File: src/rtl/pab_pkg.sv
// shared types, constants and run-expansion functions for the console bridge
// no dependencies; imported by every rtl module of the bridge except pab_ram
`timescale 1ns / 1ps

package pab_pkg;

   // input byte queue
   localparam int QUEUE_DEPTH = 256;
   localparam int QPTR_W      = (QUEUE_DEPTH > 1) ? $clog2(QUEUE_DEPTH) : 1;
   localparam int QCNT_W      = $clog2(QUEUE_DEPTH + 1);

   // run queue between front and back end
   localparam int RUN_FIFO_DEPTH = 4;
   localparam int RF_PTR_W       = $clog2(RUN_FIFO_DEPTH);
   localparam int RF_CNT_W       = $clog2(RUN_FIFO_DEPTH + 1);

   // byte index inside one run, longest run is seven bytes
   localparam int RUN_IDX_W = 3;

   typedef enum logic [1:0] {
      OP_WRITE = 2'd0,
      OP_PUSH  = 2'd1,
      OP_READ  = 2'd2
   } op_type;

   typedef enum logic [1:0] {
      RUN_BYTE  = 2'd0,   // one transmit byte
      RUN_CSI   = 2'd1,   // esc [ letter
      RUN_CLEAR = 2'd2,   // esc [2J esc [H
      RUN_READ  = 2'd3    // one byte handed back to the emulator
   } run_type;

   typedef struct packed {
      run_type    run;
      logic [7:0] value;
   } run_entry_type;

   typedef struct packed {
      logic full;
      logic empty;
   } fifo_status_type;

   localparam logic KIND_TX   = 1'b0;
   localparam logic KIND_READ = 1'b1;

   // console codes
   localparam logic [7:0] CODE_CR         = 8'h0D;
   localparam logic [7:0] CODE_LEFT       = 8'd157;
   localparam logic [7:0] CODE_RIGHT      = 8'd29;
   localparam logic [7:0] CODE_UP         = 8'd145;
   localparam logic [7:0] CODE_DOWN       = 8'd17;
   localparam logic [7:0] CODE_HOME       = 8'd19;
   localparam logic [7:0] CODE_CLEAR      = 8'd147;
   localparam logic [7:0] CODE_PRINT_LO   = 8'h20;
   localparam logic [7:0] CODE_PRINT_HI   = 8'h7E;

   // terminal bytes
   localparam logic [7:0] CHAR_LF   = 8'h0A;
   localparam logic [7:0] CHAR_ESC  = 8'h1B;
   localparam logic [7:0] CHAR_LBR  = 8'h5B;  // [
   localparam logic [7:0] CHAR_TWO  = 8'h32;
   localparam logic [7:0] CHAR_J    = 8'h4A;
   localparam logic [7:0] CHAR_A    = 8'h41;
   localparam logic [7:0] CHAR_B    = 8'h42;
   localparam logic [7:0] CHAR_C    = 8'h43;
   localparam logic [7:0] CHAR_D    = 8'h44;
   localparam logic [7:0] CHAR_H    = 8'h48;

   function automatic logic [RUN_IDX_W-1:0] run_last_idx(input run_type run);
      case (run)
         RUN_CSI:   run_last_idx = RUN_IDX_W'(2);
         RUN_CLEAR: run_last_idx = RUN_IDX_W'(6);
         default:   run_last_idx = '0;
      endcase
   endfunction

   function automatic logic [7:0] clear_byte(input logic [RUN_IDX_W-1:0] idx);
      case (idx)
         RUN_IDX_W'(0): clear_byte = CHAR_ESC;
         RUN_IDX_W'(1): clear_byte = CHAR_LBR;
         RUN_IDX_W'(2): clear_byte = CHAR_TWO;
         RUN_IDX_W'(3): clear_byte = CHAR_J;
         RUN_IDX_W'(4): clear_byte = CHAR_ESC;
         RUN_IDX_W'(5): clear_byte = CHAR_LBR;
         default:       clear_byte = CHAR_H;
      endcase
   endfunction

   function automatic logic [7:0] run_byte(input run_type run, input logic [7:0] value,
                                           input logic [RUN_IDX_W-1:0] idx);
      case (run)
         RUN_CLEAR: run_byte = clear_byte(idx);
         RUN_CSI: begin
            if (idx == RUN_IDX_W'(0)) run_byte = CHAR_ESC;
            else if (idx == RUN_IDX_W'(1)) run_byte = CHAR_LBR;
            else run_byte = value;
         end
         default:   run_byte = value;
      endcase
   endfunction

endpackage

File: src/rtl/pab_ram.sv
// generic single-write, single-read ram with registered read data
// no dependencies
`timescale 1ns / 1ps

module pab_ram #(
   parameter int WIDTH = 8,
   parameter int DEPTH = 256
) (
   input  logic                                   clock,
   input  logic                                   wr_en,
   input  logic [((DEPTH > 1) ? $clog2(DEPTH) : 1)-1:0] wr_addr,
   input  logic [WIDTH-1:0]                       wr_data,
   input  logic                                   rd_en,
   input  logic [((DEPTH > 1) ? $clog2(DEPTH) : 1)-1:0] rd_addr,
   output logic [WIDTH-1:0]                       rd_data
);

   logic [WIDTH-1:0] mem_ff [DEPTH];
   logic [WIDTH-1:0] rd_data_ff;

   always_ff @(posedge clock) begin
      if (wr_en) begin
         mem_ff[wr_addr] <= wr_data;
      end
      // read data holds until the next read
      if (rd_en) begin
         rd_data_ff <= mem_ff[rd_addr];
      end
   end

   assign rd_data = rd_data_ff;

endmodule

File: src/rtl/pab_front.sv
// front end: accepts items, decodes console codes, owns the byte queue and flags
// depends on pab_pkg and pab_ram
`timescale 1ns / 1ps

module pab_front import pab_pkg::*; (
   input  logic          clock,
   input  logic          reset,
   input  logic          req_push,
   output logic          req_full,
   input  logic [1:0]    req_op,
   input  logic [7:0]    req_data,
   input  fifo_status_type fifo_status,
   output logic          fifo_push,
   output run_entry_type fifo_entry
);

   logic              first_ff, first_in;
   logic              skip_ff, skip_in;
   logic [QPTR_W-1:0] rptr_ff, rptr_in;
   logic [QPTR_W-1:0] wptr_ff, wptr_in;
   logic [QCNT_W-1:0] count_ff, count_in;

   logic              stage_valid_ff, stage_valid_in;
   logic              stage_mem_ff, stage_mem_in;
   run_type           stage_run_ff, stage_run_in;
   logic [7:0]        stage_value_ff, stage_value_in;

   logic              stage_adv;
   logic              accept;
   logic              run_ok;
   logic              ram_we;
   logic              ram_re;
   logic [7:0]        ram_rd_data;

   pab_ram #(
      .WIDTH (8),
      .DEPTH (QUEUE_DEPTH)
   ) u_queue_ram (
      .clock   (clock),
      .wr_en   (ram_we),
      .wr_addr (wptr_ff),
      .wr_data (req_data),
      .rd_en   (ram_re),
      .rd_addr (rptr_ff),
      .rd_data (ram_rd_data)
   );

   always_comb begin
      first_in       = first_ff;
      skip_in        = skip_ff;
      rptr_in        = rptr_ff;
      wptr_in        = wptr_ff;
      count_in       = count_ff;
      stage_valid_in = stage_valid_ff;
      stage_mem_in   = stage_mem_ff;
      stage_run_in   = stage_run_ff;
      stage_value_in = stage_value_ff;
      ram_we         = 1'b0;
      ram_re         = 1'b0;
      run_ok         = 1'b0;

      stage_adv = !stage_valid_ff || !fifo_status.full;
      accept    = req_push && stage_adv;

      if (accept) begin
         stage_mem_in   = 1'b0;
         stage_run_in   = RUN_BYTE;
         stage_value_in = req_data;
         unique case (op_type'(req_op))
            OP_WRITE: begin
               if (req_data == CODE_CR) begin
                  if (skip_ff) begin
                     skip_in = 1'b0;
                  end else begin
                     run_ok         = 1'b1;
                     stage_value_in = CHAR_LF;
                  end
               end else if (req_data >= CODE_PRINT_LO && req_data <= CODE_PRINT_HI) begin
                  run_ok = 1'b1;
               end else begin
                  unique case (req_data)
                     CODE_LEFT: begin
                        run_ok = 1'b1; stage_run_in = RUN_CSI; stage_value_in = CHAR_D;
                     end
                     CODE_RIGHT: begin
                        run_ok = 1'b1; stage_run_in = RUN_CSI; stage_value_in = CHAR_C;
                     end
                     CODE_UP: begin
                        run_ok = 1'b1; stage_run_in = RUN_CSI; stage_value_in = CHAR_A;
                     end
                     CODE_DOWN: begin
                        run_ok = 1'b1; stage_run_in = RUN_CSI; stage_value_in = CHAR_B;
                     end
                     CODE_HOME: begin
                        run_ok = 1'b1; stage_run_in = RUN_CSI; stage_value_in = CHAR_H;
                     end
                     CODE_CLEAR: begin
                        if (first_ff) begin
                           first_in = 1'b0;
                        end else begin
                           run_ok       = 1'b1;
                           stage_run_in = RUN_CLEAR;
                        end
                     end
                     default: ;
                  endcase
               end
            end
            OP_PUSH: begin
               // zero bytes and pushes into a full queue are dropped
               if (req_data != 8'h00 && count_ff != QCNT_W'(QUEUE_DEPTH)) begin
                  ram_we   = 1'b1;
                  wptr_in  = (wptr_ff == QPTR_W'(QUEUE_DEPTH - 1)) ? '0 : wptr_ff + QPTR_W'(1);
                  count_in = count_ff + QCNT_W'(1);
               end
            end
            OP_READ: begin
               run_ok       = 1'b1;
               stage_run_in = RUN_READ;
               if (count_ff == '0) begin
                  if (req_data == CODE_CR) begin
                     skip_in = 1'b1;
                  end
               end else begin
                  ram_re       = 1'b1;
                  stage_mem_in = 1'b1;
                  rptr_in  = (rptr_ff == QPTR_W'(QUEUE_DEPTH - 1)) ? '0 : rptr_ff + QPTR_W'(1);
                  count_in = count_ff - QCNT_W'(1);
               end
            end
            default: ;
         endcase
      end

      if (stage_adv) begin
         stage_valid_in = accept && run_ok;
      end
   end

   always_ff @(posedge clock) begin
      if (reset) begin
         first_ff       <= 1'b1;
         skip_ff        <= 1'b0;
         rptr_ff        <= '0;
         wptr_ff        <= '0;
         count_ff       <= '0;
         stage_valid_ff <= 1'b0;
      end else begin
         first_ff       <= first_in;
         skip_ff        <= skip_in;
         rptr_ff        <= rptr_in;
         wptr_ff        <= wptr_in;
         count_ff       <= count_in;
         stage_valid_ff <= stage_valid_in;
      end
      stage_mem_ff   <= stage_mem_in;
      stage_run_ff   <= stage_run_in;
      stage_value_ff <= stage_value_in;
   end

   assign req_full         = !stage_adv;
   assign fifo_push        = stage_valid_ff && !fifo_status.full;
   assign fifo_entry.run   = stage_run_ff;
   // queued bytes come from the ram read data register, loaded together with the stage
   assign fifo_entry.value = stage_mem_ff ? ram_rd_data : stage_value_ff;

endmodule

File: src/rtl/pab_run_fifo.sv
// small run queue that decouples the decode front end from the byte back end
// depends on pab_pkg
`timescale 1ns / 1ps

module pab_run_fifo import pab_pkg::*; (
   input  logic            clock,
   input  logic            reset,
   input  logic            push,
   input  run_entry_type   push_entry,
   input  logic            pop,
   output run_entry_type   head,
   output fifo_status_type status
);

   run_entry_type       mem_ff [RUN_FIFO_DEPTH];
   logic [RF_PTR_W-1:0] wptr_ff, wptr_in;
   logic [RF_PTR_W-1:0] rptr_ff, rptr_in;
   logic [RF_CNT_W-1:0] count_ff, count_in;
   logic                do_push;
   logic                do_pop;

   always_comb begin
      do_push  = push && (count_ff != RF_CNT_W'(RUN_FIFO_DEPTH));
      do_pop   = pop && (count_ff != '0);
      wptr_in  = wptr_ff;
      rptr_in  = rptr_ff;
      count_in = count_ff;
      if (do_push) begin
         wptr_in = (wptr_ff == RF_PTR_W'(RUN_FIFO_DEPTH - 1)) ? '0 : wptr_ff + RF_PTR_W'(1);
      end
      if (do_pop) begin
         rptr_in = (rptr_ff == RF_PTR_W'(RUN_FIFO_DEPTH - 1)) ? '0 : rptr_ff + RF_PTR_W'(1);
      end
      if (do_push && !do_pop) begin
         count_in = count_ff + RF_CNT_W'(1);
      end else if (do_pop && !do_push) begin
         count_in = count_ff - RF_CNT_W'(1);
      end
   end

   always_ff @(posedge clock) begin
      if (reset) begin
         wptr_ff  <= '0;
         rptr_ff  <= '0;
         count_ff <= '0;
      end else begin
         wptr_ff  <= wptr_in;
         rptr_ff  <= rptr_in;
         count_ff <= count_in;
      end
      if (do_push) begin
         mem_ff[wptr_ff] <= push_entry;
      end
   end

   assign head         = mem_ff[rptr_ff];
   assign status.full  = (count_ff == RF_CNT_W'(RUN_FIFO_DEPTH));
   assign status.empty = (count_ff == '0);

endmodule

File: src/rtl/pab_back.sv
// back end: expands queued runs into single result bytes, one per cycle while results are popped
// depends on pab_pkg
`timescale 1ns / 1ps

module pab_back import pab_pkg::*; (
   input  logic            clock,
   input  logic            reset,
   input  fifo_status_type fifo_status,
   input  run_entry_type   fifo_head,
   output logic            fifo_pop,
   output logic            rsp_empty,
   input  logic            rsp_pop,
   output logic            rsp_kind,
   output logic [7:0]      rsp_out_byte,
   output logic            rsp_last
);

   logic [RUN_IDX_W-1:0] idx_ff, idx_in;
   logic                 out_valid_ff, out_valid_in;
   logic                 kind_ff, kind_in;
   logic [7:0]           byte_ff, byte_in;
   logic                 last_ff, last_in;
   logic                 slot_free;
   logic                 emit;
   logic                 is_last;

   always_comb begin
      slot_free = !out_valid_ff || rsp_pop;
      emit      = slot_free && !fifo_status.empty;
      is_last   = (idx_ff == run_last_idx(fifo_head.run));

      idx_in       = idx_ff;
      out_valid_in = out_valid_ff;
      kind_in      = kind_ff;
      byte_in      = byte_ff;
      last_in      = last_ff;

      if (emit) begin
         idx_in       = is_last ? '0 : idx_ff + RUN_IDX_W'(1);
         out_valid_in = 1'b1;
         kind_in      = (fifo_head.run == RUN_READ) ? KIND_READ : KIND_TX;
         byte_in      = run_byte(fifo_head.run, fifo_head.value, idx_ff);
         last_in      = is_last;
      end else if (rsp_pop) begin
         out_valid_in = 1'b0;
      end
   end

   always_ff @(posedge clock) begin
      if (reset) begin
         idx_ff       <= '0;
         out_valid_ff <= 1'b0;
      end else begin
         idx_ff       <= idx_in;
         out_valid_ff <= out_valid_in;
      end
      kind_ff <= kind_in;
      byte_ff <= byte_in;
      last_ff <= last_in;
   end

   assign fifo_pop     = emit && is_last;
   assign rsp_empty    = !out_valid_ff;
   assign rsp_kind     = kind_ff;
   assign rsp_out_byte = byte_ff;
   assign rsp_last     = last_ff;

endmodule

File: src/rtl/petscii_to_ansi_console_bridge.sv
// top level of the console bridge: front end, run queue and back end
// depends on pab_pkg, pab_front, pab_run_fifo and pab_back
`timescale 1ns / 1ps

// Console bridge between an emulator and a serial terminal. Each input transfer carries
// an op and a data byte: op 0 writes a console code (carriage return becomes LF unless a
// typed CR was just read, printable ASCII passes through, cursor codes become ANSI
// ESC [ A/B/C/D/H, clear becomes ESC[2J ESC[H with the first clear after reset dropped,
// anything else is ignored); op 1 pushes a nonzero byte into a 256-entry input queue
// (dropped when full); op 2 reads the queue, or returns the carried typed byte when the
// queue is empty. Op 3 does nothing. Every result transfer carries kind (0 transmit byte,
// 1 read data), the byte, and last, set on the final byte of the run one item caused.
// Rate: one item is taken every clock as long as the back end keeps up; results leave at
// one byte per clock while rsp_pop takes them, and a write yields one result byte per
// byte of its run (three for a cursor code, seven for a clear); items that produce
// nothing take no result slot. The back end's single byte-per-cycle expansion sets
// sustained throughput; a four-entry run queue absorbs bursts, after which full rises.
// A first result passes the front stage register, the run queue and the output register.

module petscii_to_ansi_console_bridge import pab_pkg::*; (
   input  logic       clock,
   input  logic       reset,
   // input channel
   input  logic       req_push,
   output logic       req_full,
   input  logic [1:0] req_op,
   input  logic [7:0] req_data,
   // result channel
   output logic       rsp_empty,
   input  logic       rsp_pop,
   output logic       rsp_kind,
   output logic [7:0] rsp_out_byte,
   output logic       rsp_last
);

   // decoded runs travelling from front to back
   logic            front_push;
   run_entry_type   front_entry;
   logic            back_pop;
   run_entry_type   fifo_head;
   fifo_status_type fifo_status;

   // front end: decode, flags, input byte queue with its ram
   pab_front u_front (
      .clock       (clock),
      .reset       (reset),
      .req_push    (req_push),
      .req_full    (req_full),
      .req_op      (req_op),
      .req_data    (req_data),
      .fifo_status (fifo_status),
      .fifo_push   (front_push),
      .fifo_entry  (front_entry)
   );

   // run queue lets the front keep taking items while a long escape run drains
   pab_run_fifo u_run_fifo (
      .clock      (clock),
      .reset      (reset),
      .push       (front_push),
      .push_entry (front_entry),
      .pop        (back_pop),
      .head       (fifo_head),
      .status     (fifo_status)
   );

   // back end: one result byte per cycle into the output register while results are popped
   pab_back u_back (
      .clock        (clock),
      .reset        (reset),
      .fifo_status  (fifo_status),
      .fifo_head    (fifo_head),
      .fifo_pop     (back_pop),
      .rsp_empty    (rsp_empty),
      .rsp_pop      (rsp_pop),
      .rsp_kind     (rsp_kind),
      .rsp_out_byte (rsp_out_byte),
      .rsp_last     (rsp_last)
   );

endmodule

File: config.mk
export PLATFORM = sky130hd
export DESIGN_NAME = petscii_to_ansi_console_bridge
export DESIGN_NICKNAME = d
export VERILOG_FILES = /design/src/rtl/pab_pkg.sv /design/src/rtl/pab_ram.sv /design/src/rtl/pab_front.sv /design/src/rtl/pab_run_fifo.sv /design/src/rtl/pab_back.sv /design/src/rtl/petscii_to_ansi_console_bridge.sv
export SDC_FILE = /design/constraint.sdc
export NUM_CORES = 2
export LEC_CHECK = 0
export BUFFER_PORTS_ARGS = -buffer_cell sky130_fd_sc_hd__buf_2
export CAP_MARGIN = 20
export CORE_MARGIN = 10
export CORE_UTILIZATION = 55
export CTS_BUF_LIST = sky130_fd_sc_hd__clkbuf_16
export CTS_CLUSTER_DIAMETER = 100
export CTS_CLUSTER_SIZE = 14
export DETAILED_ROUTE_END_ITERATION = 16
export PLACE_DENSITY = 0.7
export SETUP_SLACK_MARGIN = 0.1
export SYNTH_ARGS = -nofsm -noshare
export SYNTH_HDL_FRONTEND = slang
export SYNTH_SLANG_ARGS = --single-unit
File: constraint.sdc
create_clock -name clock -period 7.8 [get_ports clock]
set_clock_uncertainty 0.05 [all_clocks]
set_input_delay 1.17 -clock clock [delete_from_list [all_inputs] [get_ports clock]]
set_output_delay 1.17 -clock clock [all_outputs]
set_load 0.005 [all_outputs]
# Word level (Yosys, flattened, before mapping)
# Memory sizes are Yosys's and may differ from the RTL's. A register that Yosys moved wholly into a read port is not among the register bits.
# Cells that the tools add are included.
[op_classes] n_addsub=9 order_cmp=2 n_eq_ne=30 n_mux=52 bitwise=3 n_reduce_logical=38
[op_table] op="$mux W8" n=9
[op_table] op="$eq A8 B8 Y1 const B" n=5
[op_table] op="$pmux W8 S5" n=1
[op_table] op="$pmux W7 S4" n=1
[op_table] op="$eq A8 B5 Y1 const B" n=3
[op_table] op="$mux W1" n=21
[op_table] op="$mux W9" n=2
[op_table] op="$pmux W9 S2" n=1
[op_table] op="$add A8 B1 Y8 const B" n=2
[op_table] op="$pmux W8 S2" n=1
[op_table] op="$mux W2" n=7
[op_table] op="$logic_and A1 B1 Y1" n=11
[op_table] op="$eq A2 B2 Y1 const B" n=5
[op_table] op="$reduce_and A5 Y1" n=2
[op_table] op="$add A9 B1 Y9 const B" n=1
[op_table] op="$eq A3 B3 Y1 const B" n=3
[op_table] op="$logic_not A9 Y1" n=1
[op_table] op="$mux W3" n=3
[op_table] op="$ne A9 B9 Y1 const B" n=1
[op_table] op="$sub A9 B1 Y9 const B" n=1
[op_table] op="$eq A8 B4 Y1 const B" n=1
[op_table] op="$ge A8 B6 Y1 const B" n=1
[op_table] op="$le A8 B7 Y1 const B" n=1
[op_table] op="$ne A2 B1 Y1 const B" n=4
[op_table] op="other kinds (24)" n=46
[word_totals] reg_bits=60 ram_bits=2088 input_bits=14 out_inout_bits=12 word_cells=153 memories=2
[memory_table] name="u_front.u_queue_ram.mem_ff" words=256 word_bits=8 read_ports=1 rd_clocked_by_memory_dff=1 wr=1 line="pab_ram.sv:18" source="logic [WIDTH-1:0] mem_ff [DEPTH];"
[memory_table] name="u_run_fifo.mem_ff" words=4 word_bits=10 read_ports=1 rd_clocked_by_memory_dff=1 wr=1 line="pab_run_fifo.sv:15" source="run_entry_type mem_ff [RUN_FIFO_DEPTH];"

# Longest topological paths before layout
[logic_depth] ltp_word=8 ltp_mapped=13 mapped_depth_nobuf=12

# By module
# Synthesis repeated with hierarchy kept, for this count alone.
[unflattened] hier_cells=4168 hier_area_um2=84683.7
[modules_own_cells] mod="pab_ram" n_inst=1 cells_each=3733 area_per_inst_um2=79636.4 seq_area_each_um2=61739.2
[modules_own_cells] mod="pab_front" n_inst=1 cells_each=257 area_per_inst_um2=2284.7 seq_area_each_um2=890.9
[modules_own_cells] mod="pab_run_fifo" n_inst=1 cells_each=102 area_per_inst_um2=1954.4 seq_area_each_um2=1381.3
[modules_own_cells] mod="pab_back" n_inst=1 cells_each=76 area_per_inst_um2=808.3 seq_area_each_um2=380.4

# Worst setup path after synthesis
# No wires, ideal clock.
[synth_timing] path_kind="in2reg" start="in req_op[0]" end="reg u_front.rptr_ff[0]" setup_ns=0.116 arrival_time_ns=3.521 t_required_ns=7.634 path_slack_ns=4.113 stages=8 n_path_buf=0 path_cell_list="inv_1 -> ha_1 -> inv_1 -> nor3_1 -> nand2_1 -> nor3_1 -> a21o_1 -> nor2_1"
[synth_via] elab_chain_len=2
[synth_lines] item="start, declared" line="petscii_to_ansi_console_bridge.sv:26" source="input logic [1:0] req_op,"
[synth_lines] item="$eq A2 B2 Y1" line="pab_front.sv:69" source="unique case (op_type'(req_op))"
[synth_lines] item="$reduce_and A3 Y1 (no line)"
[synth_lines] item="end signal, assigned" line="pab_front.sv:151" source="rptr_ff <= rptr_in;"
[synth_lines] item="end, declared" line="pab_front.sv:19" source="logic [QPTR_W-1:0] rptr_ff, rptr_in;"
# Every way passes these cells.
# A chain may end at the register's enable or synchronous reset.

==> impl_metrics.py <==
metrics = {
    "place": {
        "gp_congestion": 0.894,
        "dp_hpwl_mm": 140,
        "port_buffers": 25,
        "dp.cells": 6204,
    },
    "yosys": {
        "yosysUniqueCellTypes": 77,
        "synth.avg_cell_area_um2": 19.8,
        "synth_edf_count": 2117,
        "yosys_most_used_dff": "edfxtp_1",
        "postSynthCellCount": 4287,
        "synth_seq_cells": 2158,
        "syn_area_um2": 84900,
        "ys_seq_area_share_pct": 75.8,
        "yosys_warnings": 0,
        "synth_nets": 4334,
        "ys_async_sr_fraction_pct": 0,
    },
    "min_path": {
        "hp-class": "register to register",
        "whs_endpoint": "u_front.count_ff[7]",
        "min_path_cells": 2,
        "min-delay-start": "u_front.count_ff[7]",
    },
    "clock_tree": {
        "clock_sinks": 2158,
        "clkTransAtPathRegs_ns": 0.07,
        "clockRootBuffer": "clkbuf_16",
        "cts_tree": "done",
        "htreeDepth": 4,
        "cts_max_path_buffers": 3,
        "cts_resized": 0,
        "cts_hold_buffers": 0,
        "cts_made_buffers": 172,
        "postCtsSetupBuffers": 0,
        "worstSkewPairLatency_ns": 0.82,
    },
    "pwr": {
        "p_int_mw": 17.2,
        "p_clk_share_pct": 36.1,
        "total_power_mw": 21.7,
        "leakagePower_nw": 27.3,
        "p_sw_share_pct": 20.7,
        "pwr_density_cell_nw_per_um2": 237,
        "power.share.combinational_pct": 4.7,
        "switchingPower_mw": 4.50,
        "vdd_drop_max_v": 0.000205,
        "pwr-share-seq_pct": 59.1,
    },
    "critical_path": {
        "cp-end-kind": "register",
        "critPathMostFrequentCell": "buf_4",
        "cp_cell_sequence": "buf_4 > buf_4 > mux4_2 > a22oi_1 > a21oi_1 > nor4_1 > a211oi_1 > or4_1",
        "slowest_delay_ns": 0.75,
        "cpMaxStageDelayCell": "dfxtp_4",
        "startpoint_type": "register",
        "reg2reg_slack_ns": 2.83,
        "critPathArrivalTime_ns": 5.47,
        "r2r_cells": 8,
        "rr_startpoint": "u_front.rptr_ff[0]",
        "crit_required_ns": 8.30,
        "worst-setup-path-type": "register to register",
        "cp_max_fo": 36,
        "regToRegEndpoint": "u_front.u_queue_ram.rd_data[4]",
    },
    "die": {
        "start_util_pct": 55.2,
        "fp.dieH_um": 413,
        "die_x_um": 413,
        "coreArea_um2": 154000,
        "rows": 144,
        "io_pins": 26,
        "dieArea_um2": 170000,
    },
    "sta": {
        "rsz0062_at_grt": "no",
        "finalCritPeriodShare_pct": 63.7,
        "max_slew_margin_pct": 16.5,
        "hold_viol": 0,
        "fin_hold_ws_ns": 0.438,
        "fin_setup_tns_ns": 0,
        "slew_violations": 0,
        "post-route-min-period_ns": 4.97,
        "setup_viol": 0,
        "worst_slew_pin_slew_ns": 1.24,
        "max_freq_mhz": 201,
    },
    "final_layout": {
        "final_layout_size_suffix_gt1_share_pct": 18.3,
        "multiInputGateArea_um2": 19100,
        "syn_to_final_growth_pct": 8.25,
        "finish.utilization_pct": 59.8,
        "regArea_um2": 64400,
        "nets": 4381,
        "stdcell_count": 6430,
        "fill_cells": 10758,
    },
    "global_routing": {
        "grt_pass1_wl_mm": 323,
        "antenna_found_initial": 9,
        "grt_max_degree": 158,
        "gr-total-overflow": 0,
        "grt_use_total_pct": 26.7,
        "grt_pass1_vias": 43313,
    },
    "routing": {
        "ant_nets": 0,
        "drc": 0,
        "drt_wl_total_mm": 228,
        "drt_iter0_drc": 6068,
        "post_drt_wl_per_cell_um": 35.5,
        "dr.pass1.iters": 9,
        "viasPerCell": 6.86,
        "dr_total_vias": 44090,
    },
    "run_status": {
        "status": "finished clean",
    },
    "flow_run": {
        "maxCapViolCount": 0,
    },
}
==> cell usage in the layout, fill, tap and decap left out, types with 51 or more instances in the layout <==
| cell type | count |
|---|---|
| edfxtp_1 | 2117 |
| mux4_2 | 428 |
| nor2_1 | 356 |
| mux2i_1 | 228 |
| clkbuf_16 | 177 |
| nand2_1 | 99 |
| buf_4 | 85 |
| a21oi_1 | 83 |
| inv_1 | 66 |
| a22oi_1 | 64 |
| o21ai_0 | 55 |
| a221oi_1 | 51 |
==> worst max-delay path: cells and delay by family, from the launching register on <==
kind	cells	cell delay, ns
DFF	1	0.75
buffers and inverters	2	1.26
AOI/OAI and AO/OA	3	0.77
muxes	1	0.59
and+or+nand+nor	2	1.20
==> logic make-up (layout without fill, tap and decap cells) <==
kind of cell | Yosys count | count (layout) | share of synthesized area, %
adder cells (fa/ha/maj) | 33 | 33 | 0.504
AO/OA/AOI/OAI | 450 | 450 | 3.71
buffers and inverters | 281 | 376 | 1.80
multiplexers | 684 | 684 | 14.5
AND/OR/NAND/NOR | 662 | 662 | 3.45
XOR/XNOR | 19 | 19 | 0.196
flip-flops | 2158 | 2158 | 75.8
other | 0 | 4 | 0
==> worst max-delay path by stage <==
stage                       start                            endpoint  slack [ns]  cells past startpoint
2_1_floorplan           req_op[0]                  u_front.rptr_ff[0]        4.11                      8
3_3_place_gp          req_data[5]  u_front.u_queue_ram.mem_ff[209][2]        2.71                      8
3_5_place_dp          req_data[5]  u_front.u_queue_ram.mem_ff[209][2]        2.71                      8
4_1_cts        u_front.rptr_ff[0]      u_front.u_queue_ram.rd_data[4]        2.83                      8
5_1_grt        u_front.rptr_ff[0]      u_front.u_queue_ram.rd_data[4]        2.65                      8
6_report       u_front.rptr_ff[0]      u_front.u_queue_ram.rd_data[4]        2.83                      8
==> power groups by stage <==
stage          registers (mW)  logic [mW]  clock network [mW]
2_1_floorplan            13.1       0.630                   0
6_report                 12.9        1.03                7.85
3_3_place_gp             13.1        1.03                   0
4_1_cts                  12.9        1.04                7.92
3_5_place_dp             13.1        1.03                   0
5_1_grt                  12.9        1.11                8.35
==> state kept, by name, summed over array words and instances, names as in the netlist, 2 cells and up, named ones only <==
signal / flops
u_front.u_queue_ram.mem_ff: 2048
u_run_fifo.mem_ff: 40
u_front.count_ff: 9
u_back.rsp_out_byte: 8
u_front.rptr_ff: 8
u_front.stage_value_ff: 8
u_front.u_queue_ram.rd_data: 8
u_front.wptr_ff: 8
u_back.idx_ff: 3
u_run_fifo.count_ff: 3
u_front.stage_run_ff: 2
u_run_fifo.rptr_ff: 2
u_run_fifo.wptr_ff: 2
==> cell type report <==
class | instances | share of cell area (%)
Sequential cell | 2158 | 70.1
Multi-Input combinational cell | 1848 | 20.8
Clock buffer | 177 | 4.82
Tap cell | 2044 | 2.78
Timing Repair Buffer | 121 | 1.13
Clock inverter | 45 | 0.272
Inverter | 33 | 0.135
Antenna cell | 4 | 0.0109
==> Yosys cell counts (28+ instances only) <==
library cell	n	share of area [%]
edfxtp_1	2117	75
mux4_2	428	11
nor2_1	358	1.6
mux2i_1	228	2.7
clkbuf_1	110	0.49
nand2_1	99	0.44
a21oi_1	83	0.49
a22oi_1	64	0.57
buf_2	57	0.34
o21ai_0	55	0.32
nand3_1	52	0.31
a221oi_1	51	0.53
o22ai_1	45	0.33
dfxtp_1	41	0.97
nor3_1	36	0.21
ha_1	31	0.46
inv_1	31	0.14
buf_4	28	0.25
==> routing by layer <==
metal | vias up | track usage, % | share of wire, %
met3 | 516 | 6.86 | 12
li1 | 17589 | - | -
met2 | 3040 | 40.3 | 46
met1 | 22935 | 37.0 | 37
met4 | 10 | 11.4 | 4.9
met5 | - | 0 | 0.025
==> per-stage QoR <==
| step | area, µm² | setup WS [ns] |
|---|---|---|
| floorplan | 84900 | 4.11 |
| global placement | 87200 | 2.71 |
| detailed placement | 87200 | 2.71 |
| CTS | 91900 | 2.83 |
| global route | 91900 | 2.65 |
| finish | 91900 | 2.83 |
Power figures use the tool's default switching activity.
